--- src/ubrs_pkg.sv ---
// Package for the unaligned block request sequencer.
// Holds widths, geometry constants, codes and the front-to-back queue entry type.
// No dependencies.
package ubrs_pkg;

    // Geometry of the block store
    localparam int BLOCK_BYTES   = 512;
    localparam int BLOCKS_PER_OP = 16;
    localparam int BLK_SHIFT     = $clog2(BLOCK_BYTES);
    localparam int HLEN_W        = $clog2(BLOCK_BYTES + 1);
    localparam int MAX_CHUNK     = BLOCKS_PER_OP * BLOCK_BYTES;

    // Field widths
    localparam int CMD_W  = 2;
    localparam int POS_W  = 40;
    localparam int LEN_W  = 32;
    localparam int ADDR_W = 32;
    localparam int ACT_W  = 3;
    localparam int IDX_W  = 31;
    localparam int BCNT_W = 5;
    localparam int CIPH_W = 2;
    localparam int MOFF_W = 9;
    localparam int MLEN_W = 14;

    // Queue between front and back
    localparam int QUEUE_DEPTH = 2;
    localparam int QPTR_W      = $clog2(QUEUE_DEPTH);
    localparam int QCNT_W      = $clog2(QUEUE_DEPTH + 1);

    // Step bits of the pending mask; the lowest set bit is in flight
    localparam int STEPS        = 5;
    localparam int STEP_HEAD_RD = 0;
    localparam int STEP_HEAD_WR = 1;
    localparam int STEP_MID     = 2;
    localparam int STEP_TAIL_RD = 3;
    localparam int STEP_TAIL_WR = 4;

    typedef enum logic [CMD_W-1:0] {
        CMD_READ  = 2'd0,
        CMD_WRITE = 2'd1,
        CMD_DONE  = 2'd2
    } t_command;

    typedef enum logic [ACT_W-1:0] {
        ACT_READ     = 3'd0,
        ACT_WRITE    = 3'd1,
        ACT_DONE_OK  = 3'd2,
        ACT_DONE_ERR = 3'd3,
        ACT_REJECT   = 3'd4
    } t_action;

    typedef enum logic [CIPH_W-1:0] {
        CIPH_NONE    = 2'd0,
        CIPH_DECRYPT = 2'd1,
        CIPH_ENCRYPT = 2'd2
    } t_cipher;

    typedef enum logic {
        KIND_START = 1'b0,
        KIND_DONE  = 1'b1
    } t_kind;

    // Classified item as it travels from front to back
    typedef struct packed {
        t_kind               kind;
        logic                is_write;
        logic                empty;
        logic                storage_error;
        logic [STEPS-1:0]    pending;
        logic [POS_W-1:0]    head_pos;
        logic [HLEN_W-1:0]   head_len;
        logic [ADDR_W-1:0]   head_addr;
        logic [POS_W-1:0]    mid_pos;
        logic [LEN_W-1:0]    mid_rem;
        logic [ADDR_W-1:0]   mid_addr;
        logic [POS_W-1:0]    tail_pos;
        logic [HLEN_W-1:0]   tail_len;
        logic [ADDR_W-1:0]   tail_addr;
    } t_entry;

endpackage

--- src/ubrs_if.sv ---
// Channel interfaces for the unaligned block request sequencer.
// Depends on ubrs_pkg for field widths.
interface ubrs_req_if;
    logic                         valid;
    logic                         ready;
    logic [ubrs_pkg::CMD_W-1:0]   command;
    logic [ubrs_pkg::POS_W-1:0]   byte_position;
    logic [ubrs_pkg::LEN_W-1:0]   byte_count;
    logic [ubrs_pkg::ADDR_W-1:0]  buffer_address;
    logic                         storage_error;

    modport source (
        output valid, command, byte_position, byte_count, buffer_address, storage_error,
        input  ready
    );
    modport sink (
        input  valid, command, byte_position, byte_count, buffer_address, storage_error,
        output ready
    );
endinterface

interface ubrs_rsp_if;
    logic                         valid;
    logic                         ready;
    logic [ubrs_pkg::ACT_W-1:0]   action;
    logic [ubrs_pkg::IDX_W-1:0]   block_index;
    logic [ubrs_pkg::BCNT_W-1:0]  block_count;
    logic [ubrs_pkg::CIPH_W-1:0]  cipher_step;
    logic [ubrs_pkg::MOFF_W-1:0]  merge_offset;
    logic [ubrs_pkg::MLEN_W-1:0]  merge_length;
    logic [ubrs_pkg::ADDR_W-1:0]  caller_address;

    modport source (
        output valid, action, block_index, block_count, cipher_step, merge_offset,
               merge_length, caller_address,
        input  ready
    );
    modport sink (
        input  valid, action, block_index, block_count, cipher_step, merge_offset,
               merge_length, caller_address,
        output ready
    );
endinterface

--- src/ubrs_front.sv ---
// Front part: accepts request items and splits starts into head, middle and tail.
// Depends on ubrs_pkg and ubrs_req_if.
module ubrs_front (
    ubrs_req_if.sink              i_req,
    input  logic                  i_push_ready,
    output logic                  o_push_valid,
    output ubrs_pkg::t_entry      o_push_entry
);
    import ubrs_pkg::*;

    logic [BLK_SHIFT-1:0] w_off;
    logic [HLEN_W-1:0]    w_room;
    logic                 w_has_head;
    logic [HLEN_W-1:0]    w_head_len;
    logic [LEN_W-1:0]     w_rest;
    logic [LEN_W-1:0]     w_mid;
    logic [HLEN_W-1:0]    w_tail;
    logic [POS_W-1:0]     w_pos_mid;
    logic [ADDR_W-1:0]    w_addr_mid;
    logic                 w_is_write;
    logic                 w_is_start;

    assign i_req.ready = i_push_ready;

    always_comb begin
        w_is_write = (i_req.command == CMD_WRITE);
        w_is_start = (i_req.command == CMD_READ) || w_is_write;
        w_off      = i_req.byte_position[BLK_SHIFT-1:0];
        w_room     = HLEN_W'(BLOCK_BYTES) - HLEN_W'(w_off);
        w_has_head = (w_off != '0);
        if (!w_has_head) begin
            w_head_len = '0;
        end else if (i_req.byte_count < LEN_W'(w_room)) begin
            w_head_len = HLEN_W'(i_req.byte_count);
        end else begin
            w_head_len = w_room;
        end
        w_rest     = i_req.byte_count - LEN_W'(w_head_len);
        w_mid      = w_rest & ~LEN_W'(BLOCK_BYTES - 1);
        w_tail     = HLEN_W'(w_rest[BLK_SHIFT-1:0]);
        w_pos_mid  = i_req.byte_position + POS_W'(w_head_len);
        w_addr_mid = i_req.buffer_address + ADDR_W'(w_head_len);

        o_push_entry.kind          = w_is_start ? KIND_START : KIND_DONE;
        o_push_entry.is_write      = w_is_write;
        o_push_entry.empty         = (i_req.byte_count == '0);
        o_push_entry.storage_error = i_req.storage_error;
        o_push_entry.pending       = '0;
        if (w_has_head) begin
            o_push_entry.pending[STEP_HEAD_RD] = 1'b1;
            o_push_entry.pending[STEP_HEAD_WR] = w_is_write;
        end
        if (w_mid != '0) begin
            o_push_entry.pending[STEP_MID] = 1'b1;
        end
        if (w_tail != '0) begin
            o_push_entry.pending[STEP_TAIL_RD] = 1'b1;
            o_push_entry.pending[STEP_TAIL_WR] = w_is_write;
        end
        o_push_entry.head_pos  = i_req.byte_position;
        o_push_entry.head_len  = w_head_len;
        o_push_entry.head_addr = i_req.buffer_address;
        o_push_entry.mid_pos   = w_pos_mid;
        o_push_entry.mid_rem   = w_mid;
        o_push_entry.mid_addr  = w_addr_mid;
        o_push_entry.tail_pos  = w_pos_mid + POS_W'(w_mid);
        o_push_entry.tail_len  = w_tail;
        o_push_entry.tail_addr = w_addr_mid + w_mid;

        // Drop unused command codes: accepted, never queued
        o_push_valid = i_req.valid && (w_is_start || i_req.command == CMD_DONE);
    end

endmodule

--- src/ubrs_queue.sv ---
// Short queue of classified items between front and back.
// Depends on ubrs_pkg.
module ubrs_queue (
    input  logic                  i_clk,
    input  logic                  i_rst_n,
    input  logic                  i_push_valid,
    input  ubrs_pkg::t_entry      i_push_entry,
    output logic                  o_push_ready,
    output logic                  o_pop_valid,
    output ubrs_pkg::t_entry      o_pop_entry,
    input  logic                  i_pop
);
    import ubrs_pkg::*;

    t_entry              r_slot [QUEUE_DEPTH];
    logic [QPTR_W-1:0]   r_wr_ptr;
    logic [QPTR_W-1:0]   r_rd_ptr;
    logic [QCNT_W-1:0]   r_count;
    logic                w_push;
    logic                w_pop;

    assign o_push_ready = (r_count != QCNT_W'(QUEUE_DEPTH));
    assign o_pop_valid  = (r_count != '0);
    assign o_pop_entry  = r_slot[r_rd_ptr];
    assign w_push       = i_push_valid && o_push_ready;
    assign w_pop        = i_pop && o_pop_valid;

    always_ff @(posedge i_clk) begin
        if (!i_rst_n) begin
            r_wr_ptr <= '0;
            r_rd_ptr <= '0;
            r_count  <= '0;
        end else begin
            if (w_push) begin
                r_wr_ptr <= (r_wr_ptr == QPTR_W'(QUEUE_DEPTH - 1)) ? '0 : r_wr_ptr + 1'b1;
            end
            if (w_pop) begin
                r_rd_ptr <= (r_rd_ptr == QPTR_W'(QUEUE_DEPTH - 1)) ? '0 : r_rd_ptr + 1'b1;
            end
            if (w_push && !w_pop) begin
                r_count <= r_count + 1'b1;
            end else if (w_pop && !w_push) begin
                r_count <= r_count - 1'b1;
            end
        end
    end

    always_ff @(posedge i_clk) begin
        if (w_push) begin
            r_slot[r_wr_ptr] <= i_push_entry;
        end
    end

endmodule

--- src/ubrs_back.sv ---
// Back part: holds the sequence state, steps it on each item and registers the result.
// Depends on ubrs_pkg and ubrs_rsp_if.
module ubrs_back (
    input  logic                  i_clk,
    input  logic                  i_rst_n,
    input  logic                  i_valid,
    input  ubrs_pkg::t_entry      i_entry,
    output logic                  o_pop,
    ubrs_rsp_if.source            o_rsp
);
    import ubrs_pkg::*;

    function automatic logic [LEN_W-1:0] f_chunk(input logic [LEN_W-1:0] rem);
        return (rem < LEN_W'(MAX_CHUNK)) ? rem : LEN_W'(MAX_CHUNK);
    endfunction

    // Sequence state
    logic                r_busy,      n_busy;
    logic                r_is_write,  n_is_write;
    logic [STEPS-1:0]    r_pending,   n_pending;
    logic [POS_W-1:0]    r_head_pos,  n_head_pos;
    logic [HLEN_W-1:0]   r_head_len,  n_head_len;
    logic [ADDR_W-1:0]   r_head_addr, n_head_addr;
    logic [POS_W-1:0]    r_mid_pos,   n_mid_pos;
    logic [LEN_W-1:0]    r_mid_rem,   n_mid_rem;
    logic [ADDR_W-1:0]   r_mid_addr,  n_mid_addr;
    logic [POS_W-1:0]    r_tail_pos,  n_tail_pos;
    logic [HLEN_W-1:0]   r_tail_len,  n_tail_len;
    logic [ADDR_W-1:0]   r_tail_addr, n_tail_addr;

    // Output register
    logic                r_out_valid, n_out_valid;
    t_action             r_action,    w_action;
    logic [IDX_W-1:0]    r_index,     w_index;
    logic [BCNT_W-1:0]   r_bcount,    w_bcount;
    t_cipher             r_cipher,    w_cipher;
    logic [MOFF_W-1:0]   r_moff,      w_moff;
    logic [MLEN_W-1:0]   r_mlen,      w_mlen;
    logic [ADDR_W-1:0]   r_caddr,     w_caddr;

    logic                w_emit;
    logic                w_issue;
    logic [LEN_W-1:0]    w_chunk_adv;
    logic [LEN_W-1:0]    w_chunk_iss;

    assign o_pop = i_valid && (!r_out_valid || o_rsp.ready);
    assign w_chunk_adv = f_chunk(r_mid_rem);

    always_comb begin
        n_busy      = r_busy;
        n_is_write  = r_is_write;
        n_pending   = r_pending;
        n_head_pos  = r_head_pos;
        n_head_len  = r_head_len;
        n_head_addr = r_head_addr;
        n_mid_pos   = r_mid_pos;
        n_mid_rem   = r_mid_rem;
        n_mid_addr  = r_mid_addr;
        n_tail_pos  = r_tail_pos;
        n_tail_len  = r_tail_len;
        n_tail_addr = r_tail_addr;
        w_emit      = 1'b0;
        w_issue     = 1'b0;
        w_action    = ACT_DONE_OK;
        w_index     = '0;
        w_bcount    = '0;
        w_cipher    = CIPH_NONE;
        w_moff      = '0;
        w_mlen      = '0;
        w_caddr     = '0;
        w_chunk_iss = '0;

        if (o_pop) begin
            unique case (i_entry.kind)
                KIND_START: begin
                    if (r_busy) begin
                        w_emit   = 1'b1;
                        w_action = ACT_REJECT;
                    end else begin
                        n_is_write = i_entry.is_write;
                        n_pending  = '0;
                        if (i_entry.empty) begin
                            w_emit   = 1'b1;
                            w_action = ACT_DONE_OK;
                        end else begin
                            n_pending   = i_entry.pending;
                            n_head_pos  = i_entry.head_pos;
                            n_head_len  = i_entry.head_len;
                            n_head_addr = i_entry.head_addr;
                            n_mid_pos   = i_entry.mid_pos;
                            n_mid_rem   = i_entry.mid_rem;
                            n_mid_addr  = i_entry.mid_addr;
                            n_tail_pos  = i_entry.tail_pos;
                            n_tail_len  = i_entry.tail_len;
                            n_tail_addr = i_entry.tail_addr;
                            n_busy      = 1'b1;
                            w_issue     = 1'b1;
                        end
                    end
                end
                KIND_DONE: begin
                    if (r_busy) begin
                        if (i_entry.storage_error) begin
                            n_busy    = 1'b0;
                            n_pending = '0;
                            w_emit    = 1'b1;
                            w_action  = ACT_DONE_ERR;
                        end else begin
                            // Retire the step in flight
                            priority if (r_pending[STEP_HEAD_RD]) begin
                                n_pending[STEP_HEAD_RD] = 1'b0;
                            end else if (r_pending[STEP_HEAD_WR]) begin
                                n_pending[STEP_HEAD_WR] = 1'b0;
                            end else if (r_pending[STEP_MID]) begin
                                if (r_mid_rem > w_chunk_adv) begin
                                    n_mid_rem  = r_mid_rem - w_chunk_adv;
                                    n_mid_pos  = r_mid_pos + POS_W'(w_chunk_adv);
                                    n_mid_addr = r_mid_addr + w_chunk_adv;
                                end else begin
                                    n_mid_rem           = '0;
                                    n_pending[STEP_MID] = 1'b0;
                                end
                            end else if (r_pending[STEP_TAIL_RD]) begin
                                n_pending[STEP_TAIL_RD] = 1'b0;
                            end else if (r_pending[STEP_TAIL_WR]) begin
                                n_pending[STEP_TAIL_WR] = 1'b0;
                            end else begin
                                n_pending = r_pending;
                            end
                            w_issue = 1'b1;
                        end
                    end
                end
                default: begin
                    w_emit = 1'b0;
                end
            endcase
        end

        // Issue the lowest pending step of the updated state, or finish
        if (w_issue) begin
            w_emit      = 1'b1;
            w_chunk_iss = f_chunk(n_mid_rem);
            priority if (n_pending[STEP_HEAD_RD]) begin
                w_action = ACT_READ;
                w_index  = IDX_W'(n_head_pos >> BLK_SHIFT);
                w_bcount = BCNT_W'(1);
                w_cipher = CIPH_DECRYPT;
                w_moff   = MOFF_W'(n_head_pos[BLK_SHIFT-1:0]);
                w_mlen   = n_is_write ? '0 : MLEN_W'(n_head_len);
                w_caddr  = n_is_write ? '0 : n_head_addr;
            end else if (n_pending[STEP_HEAD_WR]) begin
                w_action = ACT_WRITE;
                w_index  = IDX_W'(n_head_pos >> BLK_SHIFT);
                w_bcount = BCNT_W'(1);
                w_cipher = CIPH_ENCRYPT;
                w_moff   = MOFF_W'(n_head_pos[BLK_SHIFT-1:0]);
                w_mlen   = MLEN_W'(n_head_len);
                w_caddr  = n_head_addr;
            end else if (n_pending[STEP_MID]) begin
                w_action = n_is_write ? ACT_WRITE : ACT_READ;
                w_index  = IDX_W'(n_mid_pos >> BLK_SHIFT);
                w_bcount = BCNT_W'(w_chunk_iss >> BLK_SHIFT);
                w_cipher = n_is_write ? CIPH_ENCRYPT : CIPH_DECRYPT;
                w_moff   = '0;
                w_mlen   = MLEN_W'(w_chunk_iss);
                w_caddr  = n_mid_addr;
            end else if (n_pending[STEP_TAIL_RD]) begin
                w_action = ACT_READ;
                w_index  = IDX_W'(n_tail_pos >> BLK_SHIFT);
                w_bcount = BCNT_W'(1);
                w_cipher = CIPH_DECRYPT;
                w_moff   = '0;
                w_mlen   = n_is_write ? '0 : MLEN_W'(n_tail_len);
                w_caddr  = n_is_write ? '0 : n_tail_addr;
            end else if (n_pending[STEP_TAIL_WR]) begin
                w_action = ACT_WRITE;
                w_index  = IDX_W'(n_tail_pos >> BLK_SHIFT);
                w_bcount = BCNT_W'(1);
                w_cipher = CIPH_ENCRYPT;
                w_moff   = '0;
                w_mlen   = MLEN_W'(n_tail_len);
                w_caddr  = n_tail_addr;
            end else begin
                w_action = ACT_DONE_OK;
                n_busy   = 1'b0;
            end
        end

        n_out_valid = w_emit || (r_out_valid && !o_rsp.ready);
    end

    always_ff @(posedge i_clk) begin
        if (!i_rst_n) begin
            r_busy      <= 1'b0;
            r_is_write  <= 1'b0;
            r_pending   <= '0;
            r_out_valid <= 1'b0;
        end else begin
            r_busy      <= n_busy;
            r_is_write  <= n_is_write;
            r_pending   <= n_pending;
            r_out_valid <= n_out_valid;
        end
    end

    always_ff @(posedge i_clk) begin
        r_head_pos  <= n_head_pos;
        r_head_len  <= n_head_len;
        r_head_addr <= n_head_addr;
        r_mid_pos   <= n_mid_pos;
        r_mid_rem   <= n_mid_rem;
        r_mid_addr  <= n_mid_addr;
        r_tail_pos  <= n_tail_pos;
        r_tail_len  <= n_tail_len;
        r_tail_addr <= n_tail_addr;
        if (w_emit) begin
            r_action <= w_action;
            r_index  <= w_index;
            r_bcount <= w_bcount;
            r_cipher <= w_cipher;
            r_moff   <= w_moff;
            r_mlen   <= w_mlen;
            r_caddr  <= w_caddr;
        end
    end

    assign o_rsp.valid          = r_out_valid;
    assign o_rsp.action         = r_action;
    assign o_rsp.block_index    = r_index;
    assign o_rsp.block_count    = r_bcount;
    assign o_rsp.cipher_step    = r_cipher;
    assign o_rsp.merge_offset   = r_moff;
    assign o_rsp.merge_length   = r_mlen;
    assign o_rsp.caller_address = r_caddr;

endmodule

--- src/unaligned_block_request_sequencer.sv ---
// Top level of the unaligned block request sequencer.
// Depends on ubrs_pkg, ubrs_if, ubrs_front, ubrs_queue and ubrs_back.
//
// Use of the block:
//   i_req carries one item per handshake (valid and ready high at a rising
//   edge): a read or write start with byte position, byte count and caller
//   buffer address, or a storage completion with its error flag.
//   o_rsp carries at most one result item per request item: the next storage
//   operation to run (block index, block count, cipher step and the caller
//   bytes to copy or merge), done ok, done error or a rejected start.
//   Completions while idle and unused command codes give no result.
// Timing:
//   A result is registered: an accepted item enters the front-to-back queue
//   at the accepting edge and, with the output free, the back part takes it,
//   steps the sequence and loads the output register that drives o_rsp.
//   One item is taken per cycle while the queue has room; the sequence step
//   in the back part bounds the rate at one item per cycle, and it stops
//   while a result waits on o_rsp.
// Reset (i_rst_n low, synchronous): the block goes idle with nothing pending,
//   the queue is emptied and o_rsp.valid drops.
// Stall: while o_rsp is not taken, hold the result; the back part stops
//   and the queue fills, then i_req.ready falls until a result leaves.
module unaligned_block_request_sequencer (
    input  logic          i_clk,
    input  logic          i_rst_n,
    ubrs_req_if.sink      i_req,
    ubrs_rsp_if.source    o_rsp
);
    import ubrs_pkg::*;

    // Front to queue
    logic     w_push_valid;
    logic     w_push_ready;
    t_entry   w_push_entry;

    // Queue to back
    logic     w_pop_valid;
    logic     w_pop;
    t_entry   w_pop_entry;

    // Classify and split incoming items
    ubrs_front u_front (
        .i_req        (i_req),
        .i_push_ready (w_push_ready),
        .o_push_valid (w_push_valid),
        .o_push_entry (w_push_entry)
    );

    // Decouple the front from a stalled back part
    ubrs_queue u_queue (
        .i_clk        (i_clk),
        .i_rst_n      (i_rst_n),
        .i_push_valid (w_push_valid),
        .i_push_entry (w_push_entry),
        .o_push_ready (w_push_ready),
        .o_pop_valid  (w_pop_valid),
        .o_pop_entry  (w_pop_entry),
        .i_pop        (w_pop)
    );

    // Advance the sequence and register each result
    ubrs_back u_back (
        .i_clk   (i_clk),
        .i_rst_n (i_rst_n),
        .i_valid (w_pop_valid),
        .i_entry (w_pop_entry),
        .o_pop   (w_pop),
        .o_rsp   (o_rsp)
    );

endmodule

--- src/flat_wrapper.sv ---
// flat-port wrapper written by rule: the top's interface ports become plain ports
module unaligned_block_request_sequencer_flat import ubrs_pkg::*;
  (i_clk, i_rst_n, i_req_valid, i_req_command, i_req_byte_position, i_req_byte_count, i_req_buffer_address, i_req_storage_error, i_req_ready, o_rsp_valid, o_rsp_action, o_rsp_block_index, o_rsp_block_count, o_rsp_cipher_step, o_rsp_merge_offset, o_rsp_merge_length, o_rsp_caller_address, o_rsp_ready);
  ubrs_req_if i_req_i ();
  ubrs_rsp_if o_rsp_i ();
  input  logic i_clk;
  input  logic i_rst_n;
  input wire logic [$bits(i_req_i.valid)-1:0] i_req_valid;
  input wire logic [$bits(i_req_i.command)-1:0] i_req_command;
  input wire logic [$bits(i_req_i.byte_position)-1:0] i_req_byte_position;
  input wire logic [$bits(i_req_i.byte_count)-1:0] i_req_byte_count;
  input wire logic [$bits(i_req_i.buffer_address)-1:0] i_req_buffer_address;
  input wire logic [$bits(i_req_i.storage_error)-1:0] i_req_storage_error;
  output wire logic [$bits(i_req_i.ready)-1:0] i_req_ready;
  output wire logic [$bits(o_rsp_i.valid)-1:0] o_rsp_valid;
  output wire logic [$bits(o_rsp_i.action)-1:0] o_rsp_action;
  output wire logic [$bits(o_rsp_i.block_index)-1:0] o_rsp_block_index;
  output wire logic [$bits(o_rsp_i.block_count)-1:0] o_rsp_block_count;
  output wire logic [$bits(o_rsp_i.cipher_step)-1:0] o_rsp_cipher_step;
  output wire logic [$bits(o_rsp_i.merge_offset)-1:0] o_rsp_merge_offset;
  output wire logic [$bits(o_rsp_i.merge_length)-1:0] o_rsp_merge_length;
  output wire logic [$bits(o_rsp_i.caller_address)-1:0] o_rsp_caller_address;
  input wire logic [$bits(o_rsp_i.ready)-1:0] o_rsp_ready;
  assign i_req_i.valid = i_req_valid;
  assign i_req_i.command = i_req_command;
  assign i_req_i.byte_position = i_req_byte_position;
  assign i_req_i.byte_count = i_req_byte_count;
  assign i_req_i.buffer_address = i_req_buffer_address;
  assign i_req_i.storage_error = i_req_storage_error;
  assign i_req_ready = i_req_i.ready;
  assign o_rsp_valid = o_rsp_i.valid;
  assign o_rsp_action = o_rsp_i.action;
  assign o_rsp_block_index = o_rsp_i.block_index;
  assign o_rsp_block_count = o_rsp_i.block_count;
  assign o_rsp_cipher_step = o_rsp_i.cipher_step;
  assign o_rsp_merge_offset = o_rsp_i.merge_offset;
  assign o_rsp_merge_length = o_rsp_i.merge_length;
  assign o_rsp_caller_address = o_rsp_i.caller_address;
  assign o_rsp_i.ready = o_rsp_ready;
  unaligned_block_request_sequencer u_core (.i_clk(i_clk), .i_rst_n(i_rst_n), .i_req(i_req_i), .o_rsp(o_rsp_i));
endmodule
--- config.mk ---
export PLATFORM = sky130hd
export DESIGN_NAME = unaligned_block_request_sequencer_flat
export DESIGN_NICKNAME = d
export VERILOG_FILES = /design/src/ubrs_pkg.sv /design/src/ubrs_if.sv /design/src/ubrs_front.sv /design/src/ubrs_queue.sv /design/src/ubrs_back.sv /design/src/unaligned_block_request_sequencer.sv /design/src/flat_wrapper.sv
export SDC_FILE = /design/constraint.sdc
export NUM_CORES = 2
export LEC_CHECK = 0
export BUFFER_PORTS_ARGS = -buffer_cell sky130_fd_sc_hd__buf_2
export CORE_MARGIN = 2
export CORE_UTILIZATION = 55
export CTS_BUF_LIST = sky130_fd_sc_hd__clkbuf_2
export DETAILED_ROUTE_END_ITERATION = 16
export PLACE_DENSITY = 0.83
export SYNTH_ARGS = -nofsm -noshare
export SYNTH_HDL_FRONTEND = slang
export SYNTH_SLANG_ARGS = --single-unit
--- constraint.sdc ---
create_clock -name i_clk -period 41.7 [get_ports i_clk]
set_input_delay 8.34 -clock i_clk [delete_from_list [all_inputs] [get_ports i_clk]]
set_output_delay 8.34 -clock i_clk [all_outputs]
set_load 0.05 [all_outputs]
==> Word-level counts from Yosys, hierarchy flattened <==
Memory sizes are Yosys's and may differ from the RTL's. A register that Yosys moved wholly into a read port is not among the register bits.
Cells that the tools add are included.
{ "totals": {"mem_bits_rw": 534, "mem_count": 1, "register_bits": 376, "wordCells": 237} }
{ "memory_table": {"columns": ["name", "depth", "word_bits", "read_ports", "rd_ports_with_merged_regs", "write_ports", "line", "source"], "rows": [
  ["u_core.u_queue.r_slot", 2, 267, 1, 1, 1, "ubrs_queue.sv:15", "t_entry r_slot [QUEUE_DEPTH];"]
]} }
{ "classes": {"add_sub_neg": 13, "n_lt_le_gt_ge": 4, "n_reduce_logical": 26, "bitwise_logic": 4, "n_mux": 151, "eq_ne": 11} }
{ "op_table": {"columns": ["cell", "n"], "rows": [
  ["$mux 32", 34],
  ["$mux 40", 17],
  ["$mux 31", 5],
  ["$mux 10", 14],
  ["$pmux 32 s2", 2],
  ["$add 40x32->40", 2],
  ["$pmux 40 s2", 1],
  ["$add 32x32->32", 2],
  ["$lt 32x14->1 const B", 2],
  ["$mux 14", 4],
  ["$mux 1", 41],
  ["$add 40x10->40", 1],
  ["$add 32x10->32", 1],
  ["$gt 32x32->1", 1],
  ["$logic_not 32->1", 1],
  ["$lt 32x10->1", 1],
  ["$reduce_bool 32->1", 1],
  ["$sub 32x10->32", 1],
  ["$sub 32x32->32", 1],
  ["$mux 2", 15],
  ["$mux 5", 6],
  ["$mux 9", 2],
  ["$reduce_bool 9->1", 2],
  ["$mux 3", 4],
  ["22 further kinds", 48]
]} }

==> Longest topological paths before layout <==
{ "logic_depth": {"depth_word": 17, "ltp_mapped": 36, "mapped_depth_nobuf": 36} }

==> Hierarchy <==
From an unflattened synthesis, not the netlist that was laid out.
{ "hier_totals": {"hier_cells": 4083, "hier_area_um2": 46794.9} }
{ "by_module_without_submodules": {"columns": ["mod", "area_per_inst_um2", "cells_per_inst", "instances"], "rows": [
  ["ubrs_queue", 21185.3, 886, 1],
  ["ubrs_back", 18796.8, 2251, 1],
  ["ubrs_front", 6812.8, 946, 1]
]} }

==> Worst setup path before layout <==
OpenSTA, ideal clock, no wires.
{ "synth_path": {"path_kind": "input to register", "from": "input i_req_command[1]", "to": "register u_core.u_queue.r_wr_ptr", "path_stages": 4, "t_required_ps": 41593, "setup_slack_ps": 21924, "arrival_time_ps": 19670, "setup_time_ps": 107, "path_cell_list": "nand2_1 -> nand3_1 -> nor2_1 -> o21a_1"} }
{ "synth_between": {"elab_chain_len": 5, "elab_cells_between_ends": 7, "cone_classes": "eq/ne (2); reduce/logical (5)"} }
{ "synth_lines": {"columns": ["item", "line", "source"], "rows": [
  ["start: declaration", "flat_wrapper.sv:9", "input wire logic [$bits(i_req_i.command)-1:0] i_req_command;"],
  ["$eq 2x1->1 or $logic_not 2->1 (tied branches)", "ubrs_front.sv:26, ubrs_front.sv:27", null],
  ["$logic_or 1x1->1", "ubrs_front.sv:27", "w_is_start = (i_req.command == CMD_READ) || w_is_write;"],
  ["$logic_or 1x1->1 *", "ubrs_front.sv:71", "o_push_valid = i_req.valid && (w_is_start || i_req.command == CMD_DONE);"],
  ["$logic_and 1x1->1 *", "ubrs_front.sv:71", null],
  ["$logic_and 1x1->1 *", "ubrs_queue.sv:25", "assign w_push = i_push_valid && o_push_ready;"],
  ["end signal: assignment", "ubrs_queue.sv:35", "r_wr_ptr <= (r_wr_ptr == QPTR_W'(QUEUE_DEPTH - 1)) ? '0 : r_wr_ptr + 1'b1;"],
  ["end: declaration", "ubrs_queue.sv:16", "logic [QPTR_W-1:0] r_wr_ptr;"]
]} }
Every way passes the cells marked *; elsewhere a longest branch is shown, timed or not.
A chain may end at the register's enable or synchronous reset.

==> metrics <==
detailed placement HPWL=94.3 mm; nets=4290; core region area=74700 µm²; Worst R2R Path Depth=15; Slew @ Worst Pin=1230 ps; Vias per Instance=6.30; first-pass GRT wire length=187 mm; Fin. Hold Viols=0; port bufs=208; Post-synth EDFFs=599; max incr delay on CP=1040 ps; sequential share of the synthesized area=0.559; CP Capture Type=register; cts hold-fix bufs=0; outcome=finished clean; largest net degree at the start of global routing=188; cell taking the most area after synthesis=edfxtp_1; clock root buffer=clkbuf_2; Worst Hold Margin=460 ps; P per Cell Area=65.3 nW/µm²; clk_lat worst skew=1530 ps; total CTS buffers=206; CTS Sinks=862; Iter 0 DRT Violations=5084; cells after synthesis=3677; max-capacitance violation count=0; synth-to-layout area growth=10.3%; top_reg_cell synth=edfxtp_1; DIE AREA=77800 µm²; Worst EP required=42910 ps; CTS clk-pin slew, worst paths=90 ps; unrepaired setup endpoints after global routing=no; Final WS setup=25420 ps; antenna violations before repair=16; Resized Gates After CTS=0; DR pass1 iterations=6; DRC=0; Fmax achieved=0.0614 GHz; setup_tns=0 ps; clk_skew=117 ps; Reg-to-Reg Start=u_core.u_back.r_mid_rem[13]; leak pwr=17.9 nW; synthesis warning total=0; total length of routed wires=129 mm; CTS tree=done; Final period util=0.390; end point of the critical path=u_core.u_queue.r_slot[1][76]; Max Slew Vio Count=0; Crit Path Category=in -> reg; synthesized flop and latch total=862; Chip Height=279 µm; final antenna-violating net count=0; Avg WL per Cell=25.0 µm; crit path from=i_req_byte_count[15]; # IOs=209; worst-case clock buffer depth=3; vias in the first global route=29800; synth top area cells=edfxtp_1 (43%), dfxtp_1 (13%), mux2i_1 (5.6%); startpoint types=input pin; Post-Syn Area=41600 µm²; gr usage total=0.327; Placer Congestion=1.00; Syn Area/Cell=11.3 µm²; final instance area=45900 µm²; H-tree depth=4; Period minus WS final=16280 ps; CP max FO=10; Slew HR=0.170; Placed Area=43900 µm²; vias=32600; Starting Density=0.557; highest-delay cell along the critical path=o41ai_2; final setup fails=0; Worst R2R Setup Slack=35390 ps; Yosys cell types=89; Remaining Overflow, GRT=0; CP Data Arrival Time=17490 ps; Setup Buffers After CTS=0; worst vdd ir=0.0359 mV; top-area cell type share of the netlist area=0.433; HP Class=reg -> reg; # rows=100; ys async rst share=0; reg2reg end=u_core.u_back.o_rsp.block_index[29]; Die Wd=279 µm; layout cell share with drive strength beyond 1=0.167; pre-CTS WS=24160 ps
## worst min-delay path by stage
stage,from,to,cells past startpoint
after global placement,u_core.u_back.r_tail_len[1],u_core.u_back.r_tail_len[1],2
after floorplan,u_core.u_back.r_tail_addr[25],u_core.u_back.r_tail_addr[25],2
final,u_core.u_back.r_tail_addr[2],u_core.u_back.r_tail_addr[2],1
after detailed placement,u_core.u_back.r_tail_len[6],u_core.u_back.r_tail_len[6],2
after global routing,u_core.u_back.r_tail_addr[6],u_core.u_back.r_tail_addr[6],1
after CTS,u_core.u_back.r_tail_addr[8],u_core.u_back.r_tail_addr[8],2
## worst max-delay path, delay by kind of cell
| family | cells | cell delay [ps] |
|---|---|---|
| XOR/XNOR | 2 | 520 |
| buffers and inverters | 2 | 390 |
| AO/OA/AOI/OAI | 14 | 4670 |
| multiplexers | 1 | 280 |
| adder cells (fa/ha/maj) | 3 | 1190 |
| AND/OR/NAND/NOR | 8 | 2060 |
## synthesized netlist by cell type, types with 11 or more instances
cell type,count
buf_1,14
or3_1,24
and3_1,59
a21oi_1,216
and2_1,32
xnor2_1,126
xor2_1,72
a21o_1,57
nor4_1,26
or2_2,20
inv_1,102
ha_1,152
nand3_1,79
a31oi_1,15
a22o_1,22
buf_2,11
o211ai_1,20
o21ai_0,278
edfxtp_1,599
nor3_1,79
a221oi_1,27
o21a_1,40
nand2_1,298
nor2_1,253
nor2b_1,26
mux2i_1,234
a22oi_1,25
o22ai_1,24
dfxtp_1,263
a211oi_1,31
nand2b_1,23
clkbuf_1,131
o21bai_1,17
o221ai_1,12
mux2_2,32
a221o_1,17
nand4_1,24
## per-stage QoR
stage                util  std cells  total power [mW]
floorplan               -       3711              2.03
global placement    0.587       4781              2.36
detailed placement  0.587       4781              2.39
CTS                 0.614       5167              2.95
global route        0.614       5170              3.12
finish              0.614       5172              3.00
## kinds of logic after synthesis
kind of cell | count (synthesis) | synth area share
other | 2 | 0.000181
flip-flops | 862 | 0.559
buffers and inverters | 263 | 0.0244
AND/OR/NAND/NOR | 998 | 0.116
XOR/XNOR | 198 | 0.0417
AO/OA/AOI/OAI | 929 | 0.144
multiplexers | 266 | 0.0650
adder cells (fa/ha/maj) | 159 | 0.0491
## cell usage in the layout, fill, tap and decap left out, types with 77 or more instances in the layout
cell type,synthesis,layout
edfxtp_1,599,599
clkbuf_2,0,315
nand2_1,298,297
o21ai_0,278,277
dfxtp_1,263,262
nor2_1,253,245
mux2i_1,234,234
a21oi_1,216,214
buf_2,11,208
ha_1,152,152
xnor2_1,126,126
inv_1,102,102
nand3_1,79,79
nor3_1,79,77
## where the power goes
group / leakage [nW] / internal (mW) / switching [mW]
Clock: 1.51 / 0.225 / 0.349
Sequential: 7.75 / 1.15 / 0.0930
Combinational: 8.63 / 0.353 / 0.828
Total: 17.9 / 1.73 / 1.27
## layout make-up
class / instances / area [µm²]
Antenna cell: 5 / 12.5
Clock buffer: 315 / 1580
Clock inverter: 71 / 408
Fill cell: 5802 / 28800
Inverter: 103 / 387
Multi-Input combinational cell: 2586 / 17500
Sequential cell: 862 / 23300
Tap cell: 969 / 1210
Timing Repair Buffer: 261 / 1480
## sequential cells by signal, indices dropped and copies added, names as in the netlist, 2 cells and up, named ones only
register,count
u_core.u_back.r_tail_addr,32
u_core.u_back.r_head_len,10
u_core.u_back.o_rsp.block_index,31
u_core.u_back.r_mid_pos,40
u_core.u_back.r_tail_len,10
u_core.u_back.r_head_addr,32
u_core.u_queue.r_slot,498
u_core.u_back.o_rsp.merge_offset,9
u_core.u_back.r_mid_addr,32
u_core.u_back.r_pending,5
u_core.u_back.o_rsp.action,3
u_core.u_back.r_tail_pos,31
u_core.u_queue.r_count,2
u_core.u_back.o_rsp.merge_length,14
u_core.u_back.r_head_pos,40
u_core.u_back.r_mid_rem,32
u_core.u_back.o_rsp.cipher_step,2
u_core.u_back.o_rsp.caller_address,32
## routing by layer
metal,share of wire,global-route usage,vias up,wire (µm)
li1,-,-,14600,-
met1,0.40,0.465,15600,51400
met5,0.0010,0,-,135
met3,0.15,0.107,267,18900
met2,0.42,0.469,2145,54900
met4,0.032,0.114,15,4140
Power figures use the tool's default switching activity.
